[config.mk]
export PLATFORM = sky130hd
export DESIGN_NAME = wildcard_pattern_select_table
export DESIGN_NICKNAME = d
export VERILOG_FILES = /design/src/rtl/wpst_pkg.sv /design/src/rtl/wildcard_pattern_select_table.sv /design/src/rtl/wpst_ram.sv
export SDC_FILE = /design/constraint.sdc
export NUM_CORES = 2
export LEC_CHECK = 0
export BUFFER_PORTS_ARGS = -buffer_cell sky130_fd_sc_hd__buf_2
export CELL_PAD_IN_SITES_DETAIL_PLACEMENT = 1
export CELL_PAD_IN_SITES_GLOBAL_PLACEMENT = 1
export CORE_AREA = 10 10 580 582
export CTS_CLUSTER_DIAMETER = 50
export CTS_CLUSTER_SIZE = 28
export DETAILED_ROUTE_END_ITERATION = 7
export DIE_AREA = 0 0 590 592
export MAX_ROUTING_LAYER = met4
export PLACE_DENSITY = 0.77
export REMOVE_ABC_BUFFERS = 1
export SYNTH_ARGS = -nofsm -noshare
export SYNTH_HDL_FRONTEND = slang
export SYNTH_MEMORY_MAX_BITS = 65536
export SYNTH_SLANG_ARGS = --single-unit
[constraint.sdc]
create_clock -name clk -period 10.07 [get_ports clk]
set_input_delay 2.014 -clock clk [delete_from_list [all_inputs] [get_ports clk]]
set_output_delay 2.014 -clock clk [all_outputs]
set_load 0.1 [all_outputs]
[src/rtl/wpst_pkg.sv]
// Package for the wildcard pattern select table.
// Holds function codes, the fixed field sizes and the shared status struct; no dependencies.
`default_nettype none
package wpst_pkg;
	localparam logic [1:0] FUNC_INSERT = 2'd0;
	localparam logic [1:0] FUNC_SELECT = 2'd1;
	localparam logic [1:0] FUNC_REMOVE = 2'd2;
	localparam int TAG_FIELD_BITS = 16;
	localparam int INDEX_FIELD_BITS = 6;
	localparam int COUNT_FIELD_BITS = 7;
	localparam int CFG_BITS = 3;
	// Tag width, index range and coordinate count are tied to the port layout.
	localparam int TAG_BITS = TAG_FIELD_BITS;
	localparam int INDEX_LIMIT = 64;
	localparam int COORD_COUNT = 4;

	typedef struct packed {
		logic busy;
		logic res_pending;
	} wpst_stat_t;
endpackage
`default_nettype wire

[src/rtl/wildcard_pattern_select_table.sv]
// Wildcard pattern select table: top level with the slot sequencer.
// Depends on wpst_pkg and wpst_ram.
// A select walks all SLOT_COUNT slots through the slot RAM (one read per cycle, registered
// read data), then scans INDEX_LIMIT mark bits one per cycle, pausing while a result waits
// for the receiver. A remove gives its count when its walk ends; an insert or unused-code
// item is answered straight from idle. One item at a time: the next input transfer is taken
// the cycle after the last result transfer.
// Reset clears the valid bits, marks and control; RAM holds no reset.
`default_nettype none
module wildcard_pattern_select_table #(
	parameter int SLOT_COUNT  = 64
) (
	input  wire                                   clk,
	input  wire                                   arst_n,
	input  wire                                   cfg_we,
	input  wire [wpst_pkg::CFG_BITS-1:0]          cfg_wdata,
	input  wire                                   in_valid,
	output logic                                  in_ready,
	input  wire [1:0]                             func,
	input  wire [wpst_pkg::INDEX_FIELD_BITS-1:0]  entry_index,
	input  wire [wpst_pkg::TAG_FIELD_BITS-1:0]    tag_0,
	input  wire [wpst_pkg::TAG_FIELD_BITS-1:0]    tag_1,
	input  wire [wpst_pkg::TAG_FIELD_BITS-1:0]    tag_2,
	input  wire [wpst_pkg::TAG_FIELD_BITS-1:0]    tag_3,
	output logic                                  out_valid,
	input  wire                                   out_ready,
	output logic                                  status,
	output logic                                  has_match,
	output logic [wpst_pkg::INDEX_FIELD_BITS-1:0] match_index,
	output logic [wpst_pkg::COUNT_FIELD_BITS-1:0] removed_count,
	output logic                                  is_last
);
	import wpst_pkg::*;

	localparam int SW = (SLOT_COUNT > 1) ? $clog2(SLOT_COUNT) : 1;
	localparam int IW = (INDEX_LIMIT > 1) ? $clog2(INDEX_LIMIT) : 1;
	localparam int PW = TAG_BITS * COORD_COUNT;
	localparam int RW = INDEX_FIELD_BITS + PW;
	localparam logic [TAG_BITS-1:0] UNKNOWN = '1;

	localparam logic [2:0] ST_IDLE  = 3'd0;
	localparam logic [2:0] ST_WALK  = 3'd1;
	localparam logic [2:0] ST_SCAN  = 3'd2;
	localparam logic [2:0] ST_FINAL = 3'd3;
	localparam logic [2:0] ST_OUT   = 3'd4;

	logic [2:0] state_q;
	logic [CFG_BITS-1:0] coords_q;
	logic [SLOT_COUNT-1:0] valid_q;
	logic [INDEX_LIMIT-1:0] marks_q;
	logic [1:0] func_q;
	logic [INDEX_FIELD_BITS-1:0] idx_q;
	logic [PW-1:0] tags_q;
	logic [SW:0] addr_q;      // read address counter, top bit marks end of sweep
	logic rd_s1;              // a read issued last cycle is now on rdata
	logic [SW-1:0] rd_addr_s1;
	logic [IW:0] scan_q;
	logic [COUNT_FIELD_BITS-1:0] cnt_q;
	logic found_q;            // a marked index has been found in the scan
	wpst_stat_t stat;

	// Slot RAM: owner index and pattern.
	logic ram_we;
	logic [SW-1:0] ram_waddr, ram_raddr;
	logic [RW-1:0] ram_wdata, ram_rdata;

	wpst_ram #(.WIDTH(RW), .DEPTH(SLOT_COUNT)) u_slots (
		.clk(clk), .we(ram_we), .waddr(ram_waddr), .wdata(ram_wdata),
		.raddr(ram_raddr), .rdata(ram_rdata)
	);

	// Lowest free slot found by a priority search over the valid bits.
	logic free_any;
	logic [SW-1:0] free_slot;
	always_comb begin
		free_any = 1'b0;
		free_slot = '0;
		for (int s = SLOT_COUNT - 1; s >= 0; s--) begin
			if (!valid_q[s]) begin
				free_any = 1'b1;
				free_slot = SW'(s);
			end
		end
	end

	// Pattern compare of the slot just read against the held observation.
	logic [INDEX_FIELD_BITS-1:0] rd_owner;
	logic [PW-1:0] rd_pat;
	logic hit;
	logic [2:0] ncoord;
	always_comb begin
		rd_owner = ram_rdata[RW-1 -: INDEX_FIELD_BITS];
		rd_pat = ram_rdata[PW-1:0];
		ncoord = (coords_q > 3'(COORD_COUNT)) ? 3'(COORD_COUNT) : coords_q;
		hit = 1'b1;
		for (int d = 0; d < COORD_COUNT; d++) begin
			if (3'(d) < ncoord) begin
				if (tags_q[d*TAG_BITS +: TAG_BITS] != UNKNOWN &&
				    rd_pat[d*TAG_BITS +: TAG_BITS] != UNKNOWN &&
				    tags_q[d*TAG_BITS +: TAG_BITS] != rd_pat[d*TAG_BITS +: TAG_BITS]) begin
					hit = 1'b0;
				end
			end
		end
	end

	logic owner_ok;
	assign owner_ok = 32'(rd_owner) < 32'(INDEX_LIMIT);
	logic idx_ok;
	assign idx_ok = 32'(idx_q) < 32'(INDEX_LIMIT);

	assign ram_raddr = addr_q[SW-1:0];
	assign ram_we    = (state_q == ST_IDLE) && in_valid && in_ready && func == FUNC_INSERT
	                   && (32'(entry_index) < 32'(INDEX_LIMIT)) && free_any;
	assign ram_waddr = free_slot;
	assign ram_wdata = {entry_index, tag_3[TAG_BITS-1:0], tag_2[TAG_BITS-1:0],
	                    tag_1[TAG_BITS-1:0], tag_0[TAG_BITS-1:0]};

	assign stat.busy = (state_q != ST_IDLE);
	assign stat.res_pending = out_valid;
	assign in_ready = !stat.busy && !stat.res_pending;

	logic [IW-1:0] scan_idx;
	assign scan_idx = scan_q[IW-1:0];

	always_ff @(posedge clk or negedge arst_n) begin
		if (!arst_n) begin
			state_q <= ST_IDLE;
			coords_q <= 3'd4;
			valid_q <= '0;
			marks_q <= '0;
			out_valid <= 1'b0;
			rd_s1 <= 1'b0;
			addr_q <= '0;
			scan_q <= '0;
			found_q <= 1'b0;
		end else begin
			if (cfg_we) begin
				coords_q <= cfg_wdata;
			end
			if (out_valid && out_ready) begin
				out_valid <= 1'b0;
			end
			unique case (state_q)
				ST_IDLE: begin
					if (in_valid && in_ready) begin
						func_q <= func;
						idx_q <= entry_index;
						tags_q <= {tag_3[TAG_BITS-1:0], tag_2[TAG_BITS-1:0],
						           tag_1[TAG_BITS-1:0], tag_0[TAG_BITS-1:0]};
						cnt_q <= '0;
						marks_q <= '0;
						addr_q <= '0;
						found_q <= 1'b0;
						rd_s1 <= 1'b0;
						if (func == FUNC_INSERT) begin
							if (ram_we) valid_q[free_slot] <= 1'b1;
							status <= (32'(entry_index) < 32'(INDEX_LIMIT)) && !free_any;
							has_match <= 1'b0; match_index <= '0;
							removed_count <= '0; is_last <= 1'b1;
							out_valid <= 1'b1;
						end else if (func == FUNC_SELECT || func == FUNC_REMOVE) begin
							state_q <= ST_WALK;
						end else begin
							status <= 1'b0; has_match <= 1'b0; match_index <= '0;
							removed_count <= '0; is_last <= 1'b1;
							out_valid <= 1'b1;
						end
					end
				end
				ST_WALK: begin
					if (!addr_q[SW] && 32'(addr_q) < 32'(SLOT_COUNT)) begin
						addr_q <= addr_q + 1'b1;
						rd_addr_s1 <= addr_q[SW-1:0];
						rd_s1 <= 1'b1;
					end else begin
						rd_s1 <= 1'b0;
					end
					if (rd_s1 && valid_q[rd_addr_s1]) begin
						if (func_q == FUNC_REMOVE) begin
							if (rd_owner == idx_q && idx_ok) begin
								valid_q[rd_addr_s1] <= 1'b0;
								cnt_q <= cnt_q + 1'b1;
							end
						end else if (owner_ok && hit) begin
							marks_q[rd_owner[IW-1:0]] <= 1'b1;
						end
					end
					if (!rd_s1 && (addr_q[SW] || 32'(addr_q) >= 32'(SLOT_COUNT))) begin
						if (func_q == FUNC_REMOVE) begin
							status <= 1'b0; has_match <= 1'b0; match_index <= '0;
							removed_count <= cnt_q; is_last <= 1'b1;
							out_valid <= 1'b1;
							state_q <= ST_OUT;
						end else begin
							scan_q <= '0;
							state_q <= ST_SCAN;
						end
					end
				end
				ST_SCAN: begin
					// Emit marked indices one at a time; a match is held back until the
					// next one is found so the last one can carry is_last.
					if (!out_valid || out_ready) begin
						if (32'(scan_q) < 32'(INDEX_LIMIT)) begin
							scan_q <= scan_q + 1'b1;
							if (marks_q[scan_idx]) begin
								if (found_q) begin
									status <= 1'b0; has_match <= 1'b1;
									match_index <= INDEX_FIELD_BITS'(cnt_q);
									removed_count <= '0; is_last <= 1'b0;
									out_valid <= 1'b1;
								end
								cnt_q <= COUNT_FIELD_BITS'(scan_idx);
								found_q <= 1'b1;
							end
						end else begin
							status <= 1'b0; has_match <= found_q;
							match_index <= found_q ? INDEX_FIELD_BITS'(cnt_q) : '0;
							removed_count <= '0; is_last <= 1'b1;
							out_valid <= 1'b1;
							state_q <= ST_OUT;
						end
					end
				end
				ST_OUT: begin
					if (out_valid && out_ready) state_q <= ST_IDLE;
				end
				default: state_q <= ST_IDLE;
			endcase
		end
	end
endmodule
`default_nettype wire

[src/rtl/wpst_ram.sv]
// Generic single-port-write, single-read RAM with registered read data.
// No dependencies.
`default_nettype none
module wpst_ram #(
	parameter int WIDTH = 8,
	parameter int DEPTH = 64
) (
	input  wire                                          clk,
	input  wire                                          we,
	input  wire [((DEPTH > 1) ? $clog2(DEPTH) : 1)-1:0]  waddr,
	input  wire [WIDTH-1:0]                              wdata,
	input  wire [((DEPTH > 1) ? $clog2(DEPTH) : 1)-1:0]  raddr,
	output logic [WIDTH-1:0]                             rdata
);
	logic [WIDTH-1:0] mem [DEPTH];

	always_ff @(posedge clk) begin
		if (we) begin
			mem[waddr] <= wdata;
		end
		rdata <= mem[raddr];
	end
endmodule
`default_nettype wire

==> Word-level counts from Yosys, hierarchy flattened <==
Memory sizes are Yosys's and may differ from the RTL's. A register that Yosys moved wholly into a read port is not among the register bits.
Index checks and enable logic that the tools add are counted.
Widths: inputs -> output; s select.
{ "word_totals": {"mem_bits_rw": 4480, "output_inout_bits": 18, "in_bits": 80, "latchBits": 0, "regBits": 252, "memories": 1, "mem_bits_ro": 0, "wordCells": 377} }
{ "mem_list": {"columns": ["memory", "words", "word_bits", "rd", "rd_clocked_by_memory_dff", "wr", "line", "rtl"], "rows": [
  ["u_slots.mem", 64, 70, 1, 1, 1, "wpst_ram.sv:15", "logic [WIDTH-1:0] mem [DEPTH];"]
]} }
{ "op_classes": {"muxes": 249, "mul": 0, "n_bitwise": 4, "order_cmp": 15, "n_reduce_logical": 47, "n_div": 0, "n_addsub": 3, "n_eq_ne": 39, "shifts": 0} }
{ "ops": {"columns": ["cell", "n"], "rows": [
  ["$mux 64", 10],
  ["$mux 6", 74],
  ["$pmux 64 s2", 2],
  ["$mux 7", 21],
  ["$ne 16x16->1 const B", 8],
  ["$or 64x64->64", 2],
  ["$mux 1", 116],
  ["$and 64x64->64", 1],
  ["$ne 16x16->1", 4],
  ["$not 64->64", 1],
  ["$pmux 7 s3", 2],
  ["$lt 6x7->1 const B", 4],
  ["$ne 2x2->1 const B", 14],
  ["$pmux 7 s2", 2],
  ["$mux 3", 9],
  ["$add 7x1->7 const B", 3],
  ["$logic_and 1x1->1", 21],
  ["$demux 1 s6", 3],
  ["$ge 6x1->1 const B", 3],
  ["$pmux 6 s3", 1],
  ["$reduce_and 9->1", 2],
  ["$reduce_and 5->1", 3],
  ["$lt 7x7->1 const B", 2],
  ["$reduce_and 7->1", 2],
  ["other kinds (24)", 47]
]} }

==> Depth between registers and ports, before layout <==
{ "logic_depth": {"word_depth": 73, "ltp_mapped": 12, "ltp_nobuf": 8} }

==> Modules after synthesis <==
From an unflattened synthesis, not the netlist that was laid out.
{ "unflattened": {"hier_cells": 8620, "hier_area_um2": 184779.7} }
{ "by_module_without_submodules": {"columns": ["module", "cells_per_inst", "n_inst", "area_per_inst_um2"], "rows": [
  ["wpst_ram", 7416, 1, 171391.9],
  ["wildcard_pattern_select_table", 1204, 1, 13387.8]
]} }

==> Worst setup path after synthesis <==
No wires, ideal clock.
{ "synth_path": {"path_type": "input-to-reg", "start": "input port in_valid", "end": "memory u_slots.mem[42][0] (netlist name) (enable)", "required_ps": 9486, "arrival_ps": 7962, "n_path_buf": 0, "path_stages": 6, "path_slack_ps": 1523, "setup_time_ps": 584, "path_cell_list": "nor3b_4 > nand4_1 > or4b_1 > nor2_1 > inv_1 > nor3_1"} }
{ "synth_via": {"elab_chain_cells": 6} }
{ "synth_lines": {"columns": ["item", "line", "rtl"], "rows": [
  ["start, declared", "wildcard_pattern_select_table.sv:17", "input wire in_valid,"],
  ["$logic_and 1x1->1 (3 in series)", "wildcard_pattern_select_table.sv:113", "assign ram_we = (state_q == ST_IDLE) && in_valid && in_ready && func == FUNC_INSERT"],
  ["$logic_and 1x1->1", "wildcard_pattern_select_table.sv:114", "&& (32'(entry_index) < 32'(INDEX_LIMIT)) && free_any;"],
  ["$mux 1", "wpst_ram.sv:18", "if (we) begin"],
  ["$mux 1 (not written as such)", "wpst_ram.sv:19", "mem[waddr] <= wdata;"],
  ["end, declared", "wpst_ram.sv:15", null]
]} }
Every way passes these cells.

==> Worst setup path in the final report <==
{ "layout_path": {"start": "input port func[0]", "end": "memory u_slots.mem[55][42] (netlist name) (enable)"} }
{ "layout_via": {"elab_chain_cells": 5} }
{ "layout_lines": {"columns": ["item", "line", "rtl"], "rows": [
  ["start, declared", "wildcard_pattern_select_table.sv:19", "input wire [1:0] func,"],
  ["$logic_not 2->1", "wildcard_pattern_select_table.sv:113", null],
  ["$logic_and 1x1->1", "wildcard_pattern_select_table.sv:113", null],
  ["$logic_and 1x1->1", "wildcard_pattern_select_table.sv:114", null],
  ["$mux 1", "wpst_ram.sv:18", null],
  ["$mux 1 (not written as such)", "wpst_ram.sv:19", null]
]} }
Every way passes these cells.

==> results.py <==
metrics = {
    "run_status": {
        "outcome": "complete, but fails checks",
        "violations": "capacitance limit",
    },
    "clocking": {
        "cts.clk_slew.worst_paths_ns": 0.06,
        "cts-buffers-inserted": 433,
        "cts_hold_repair.buffers": 0,
        "cts-htree-levels": 5,
        "tritoncts": "done",
        "clock_tree.buffer_depth": 4,
        "ctsRootBufferMaster": "clkbuf_16",
        "number_of_post_cts_setup_repair_buffers": 0,
        "clock_sink_count": 4802,
        "post_cts.resized_instances": 0,
        "clkLatencyLatePin_ns": 1.03,
    },
    "detailed_routing": {
        "wl_per_cell_um": 41.16,
        "firstDrtPassIters": 7,
        "viasPerCell": 7.097,
        "vias": 90857,
        "antenna_left": 0,
        "remaining_drc_errors": 0,
        "detailed_route_wl_um": 526900,
        "dr.first_iter.drc_count": 15439,
    },
    "pwr": {
        "power_per_cell_area_nw_per_um2": 238.5,
        "worst_ir_drop_vdd_mv": 0.2500,
        "p_leak_nw": 62.94,
    },
    "timing": {
        "grt_setup_unrepaired": "false",
        "f_max_mhz": 173.3,
        "maxSlewHeadroom_pct": 1.110,
        "timing.final.setup_violations": 0,
        "slew_worst_pin_ns": 1.470,
        "finalHoldWorstSlack_ns": 0.4951,
        "least_setup_slack_across_all_paths_after_layout_ns": 4.301,
        "final_hold_viol_count": 0,
        "layout_worst_path_cycle_share_pct": 57.29,
        "slew_viol_final": 0,
        "fin_skew_ns": 0.08635,
        "finalWorstPathRequiredPeriod_ns": 5.769,
    },
    "critical_path": {
        "reg2reg_slack_ns": 4.32,
        "worstSetupPathType": "input pin to flop",
        "timing.critical_path.arrival_ns": 6.38,
        "crit-reg2reg-launch": "valid_q[59]",
        "critPathLaunchType": "input pin",
        "timing.critical_path.required_ns": 10.68,
        "worst_path_max_delay_cell": "nor2_4",
        "timing.critical_path.to_type": "flop",
        "cp_max_fo": 41,
        "worst_path_largest_cell_delay_ns": 1.02,
        "cpMostUsedCell": "nand2b_1",
        "worstPathCellList": "buf_2 > inv_1 > ha_1 > nand4_1 > or3_1 > nand2b_1 > nand2b_1 > nor2_4 > buf_4",
        "worst_setup_path_startpoint": "func[0]",
    },
    "die": {
        "num_rows": 209,
        "die_area_sq_um": 349300,
        "initial_core_util_pct": 56.85,
        "fp.coreArea_sq_um": 323700,
        "die_h_um": 592,
        "io_pins": 98,
        "die_width_um": 590,
    },
    "grt": {
        "globalRouteTotalUtil_pct": 31.08,
        "overflow": 0,
        "gr-usage-met1_pct": 42.29,
        "largest_net_degree_at_the_start_of_global_routing": 132,
        "grtUsageMet3_pct": 7.230,
        "grt_pass1_wl_um": 744500,
        "groute.layer.met2.usage_pct": 47.46,
        "global_route.peak_usage_layer": "met2",
        "grt_antenna_before_repair": 70,
        "grt_pass1_vias": 93102,
    },
    "yosys": {
        "synthesis.area_sq_um": 184000,
        "postSynth.asyncResetShare_pct": 3.145,
        "synth.ff_latch_count": 4802,
        "number_of_synthesized_flops_with_an_enable_pin": 4581,
        "synth.yosys.seq_area_share_pct": 77.56,
        "synthDistinctLibCells": 70,
        "yosys_warnings": 0,
        "syn_area_per_cell_sq_um": 23.94,
        "netlist_instances": 7687,
        "synth-main-ff-cell": "edfxtp_1",
    },
    "cells_and_area": {
        "finalNetCount": 8124,
        "post-route-util_pct": 63.78,
        "layout.filler_cells": 25343,
        "final_layout_size_suffix_gt1_share_pct": 32.22,
        "stdcell_area_sq_um": 206500,
        "area_delta_synth_final_pct": 12.19,
    },
    "place": {
        "globalplace.congestion": 0.9276,
        "placement_setup_slack_ns": 3.455,
        "buffer_ports.inserted": 97,
        "postPlaceCellArea_sq_um": 190900,
        "dp_hpwl_um": 292600,
    },
    "job": {
        "maxCapViolCount": 1,
    },
    "hold_path": {
        "holdCritPathClass": "flop to flop",
        "hold_path.startpoint": "marks_q[42]",
    },
}
-- power by group --
part           switching, mW  internal (mW)  leakage, nW
Clock                   8.55           9.24         7.46
Sequential             0.432           22.1         43.5
Combinational           5.01           3.95         12.0
Total                   14.0           35.3         62.9
-- synth_stat cells, types with 23 or more instances --
master,n,area (sq um)
edfxtp_1,4581,137600
nor3_1,23,115.1
nor2_1,173,649.4
nor4_1,33,206.5
o41ai_1,53,464.2
a41oi_1,65,569.3
xnor2_1,72,630.6
nand2_1,63,236.5
a21oi_1,29,145.1
inv_1,31,116.4
mux4_2,1490,33560
o21ai_0,67,335.3
buf_2,76,380.4
nand4_1,74,462.9
dfxtp_1,70,1401
clkbuf_1,300,1126
dfrtp_1,150,3754
nand3_1,31,155.2
buf_1,49,183.9
-- sequential cells by signal, indices dropped and copies added, names as in the netlist, 2 cells and up --
register,count
func_q,2
addr_q,7
tags_q,64
cnt_q,7
idx_q,6
scan_q,7
state_q,3
removed_count,7
u_slots.rdata,70
match_index,6
marks_q,64
valid_q,64
rd_addr_s1,6
coords_q,3
u_slots.mem,4480
-- cell usage in the layout, fill, tap and decap left out, types with 45 or more instances in the layout --
master,synthesis,routed
o41ai_1,53,53
diode_2,0,52
nand2_1,63,63
buf_4,1,234
inv_6,0,89
a41oi_1,65,65
dfxtp_1,70,70
xnor2_1,72,72
nand4_1,74,74
edfxtp_1,4581,4581
mux4_2,1490,1490
clkinv_8,0,45
clkbuf_16,0,437
dfrtp_1,150,144
buf_2,76,89
o21ai_0,67,67
inv_8,0,60
nor2_1,173,120
nor2_4,0,53
-- cells by family (layout without fill, tap and decap cells) --
logic type,count (synthesis),in the layout,share of synthesized area (%)
flops,4802,4802,77.56
simple gates,507,507,1.416
mux,1511,1511,18.35
buf+inv,458,1197,0.9878
compound gates,323,323,1.267
fa+ha+maj,4,4,0.02720
other cells,0,52,0
xor+xnor,82,82,0.3902
-- path summary, 6_finish.rpt --
path | to | depth (start not counted)
max | u_slots.mem[55][42] | 9
min in group asynchronous | state_q[1] | 1
min reg2reg | marks_q[42] | 2
max reg2reg | u_slots.mem[32][36] | 9
min | marks_q[42] | 2
max in group asynchronous | valid_q[41] | 2
-- metal layers --
layer	wire length (um)	vias up
li1	-	34144
met1	188700	48787
met2	253600	6904
met3	63320	1022
met4	21340	0
met5	0	-
-- critical path, delay by kind of cell --
family	cells	cell delay (ns)
simple gates	5	2.98
buf+inv	3	0.90
fa+ha+maj	1	0.37
-- area by class of cell --
class                      count  area (sq um)  share of cell area [%]
antenna                       52         130.1                 0.06302
inverter                      32         120.1                 0.05817
tap                         4325          5411                   2.621
clock inverter               366          4466                   2.163
sequential                  4802        142800                   69.14
multi-input combinational   2427         39960                   19.35
clock buffer                 455         11010                   5.334
timing repair buffer         344          2614                   1.266
-- stage by stage --
step	power, mW	cells	TNS (ns)
finish	49.25	12803	0
global route	50.57	12793	0
CTS	49.40	12751	0
detailed placement	31.76	11930	0
global placement	31.55	11930	0
floorplan	31.16	7261	-2697.19
(Power assumes the default switching activity.)
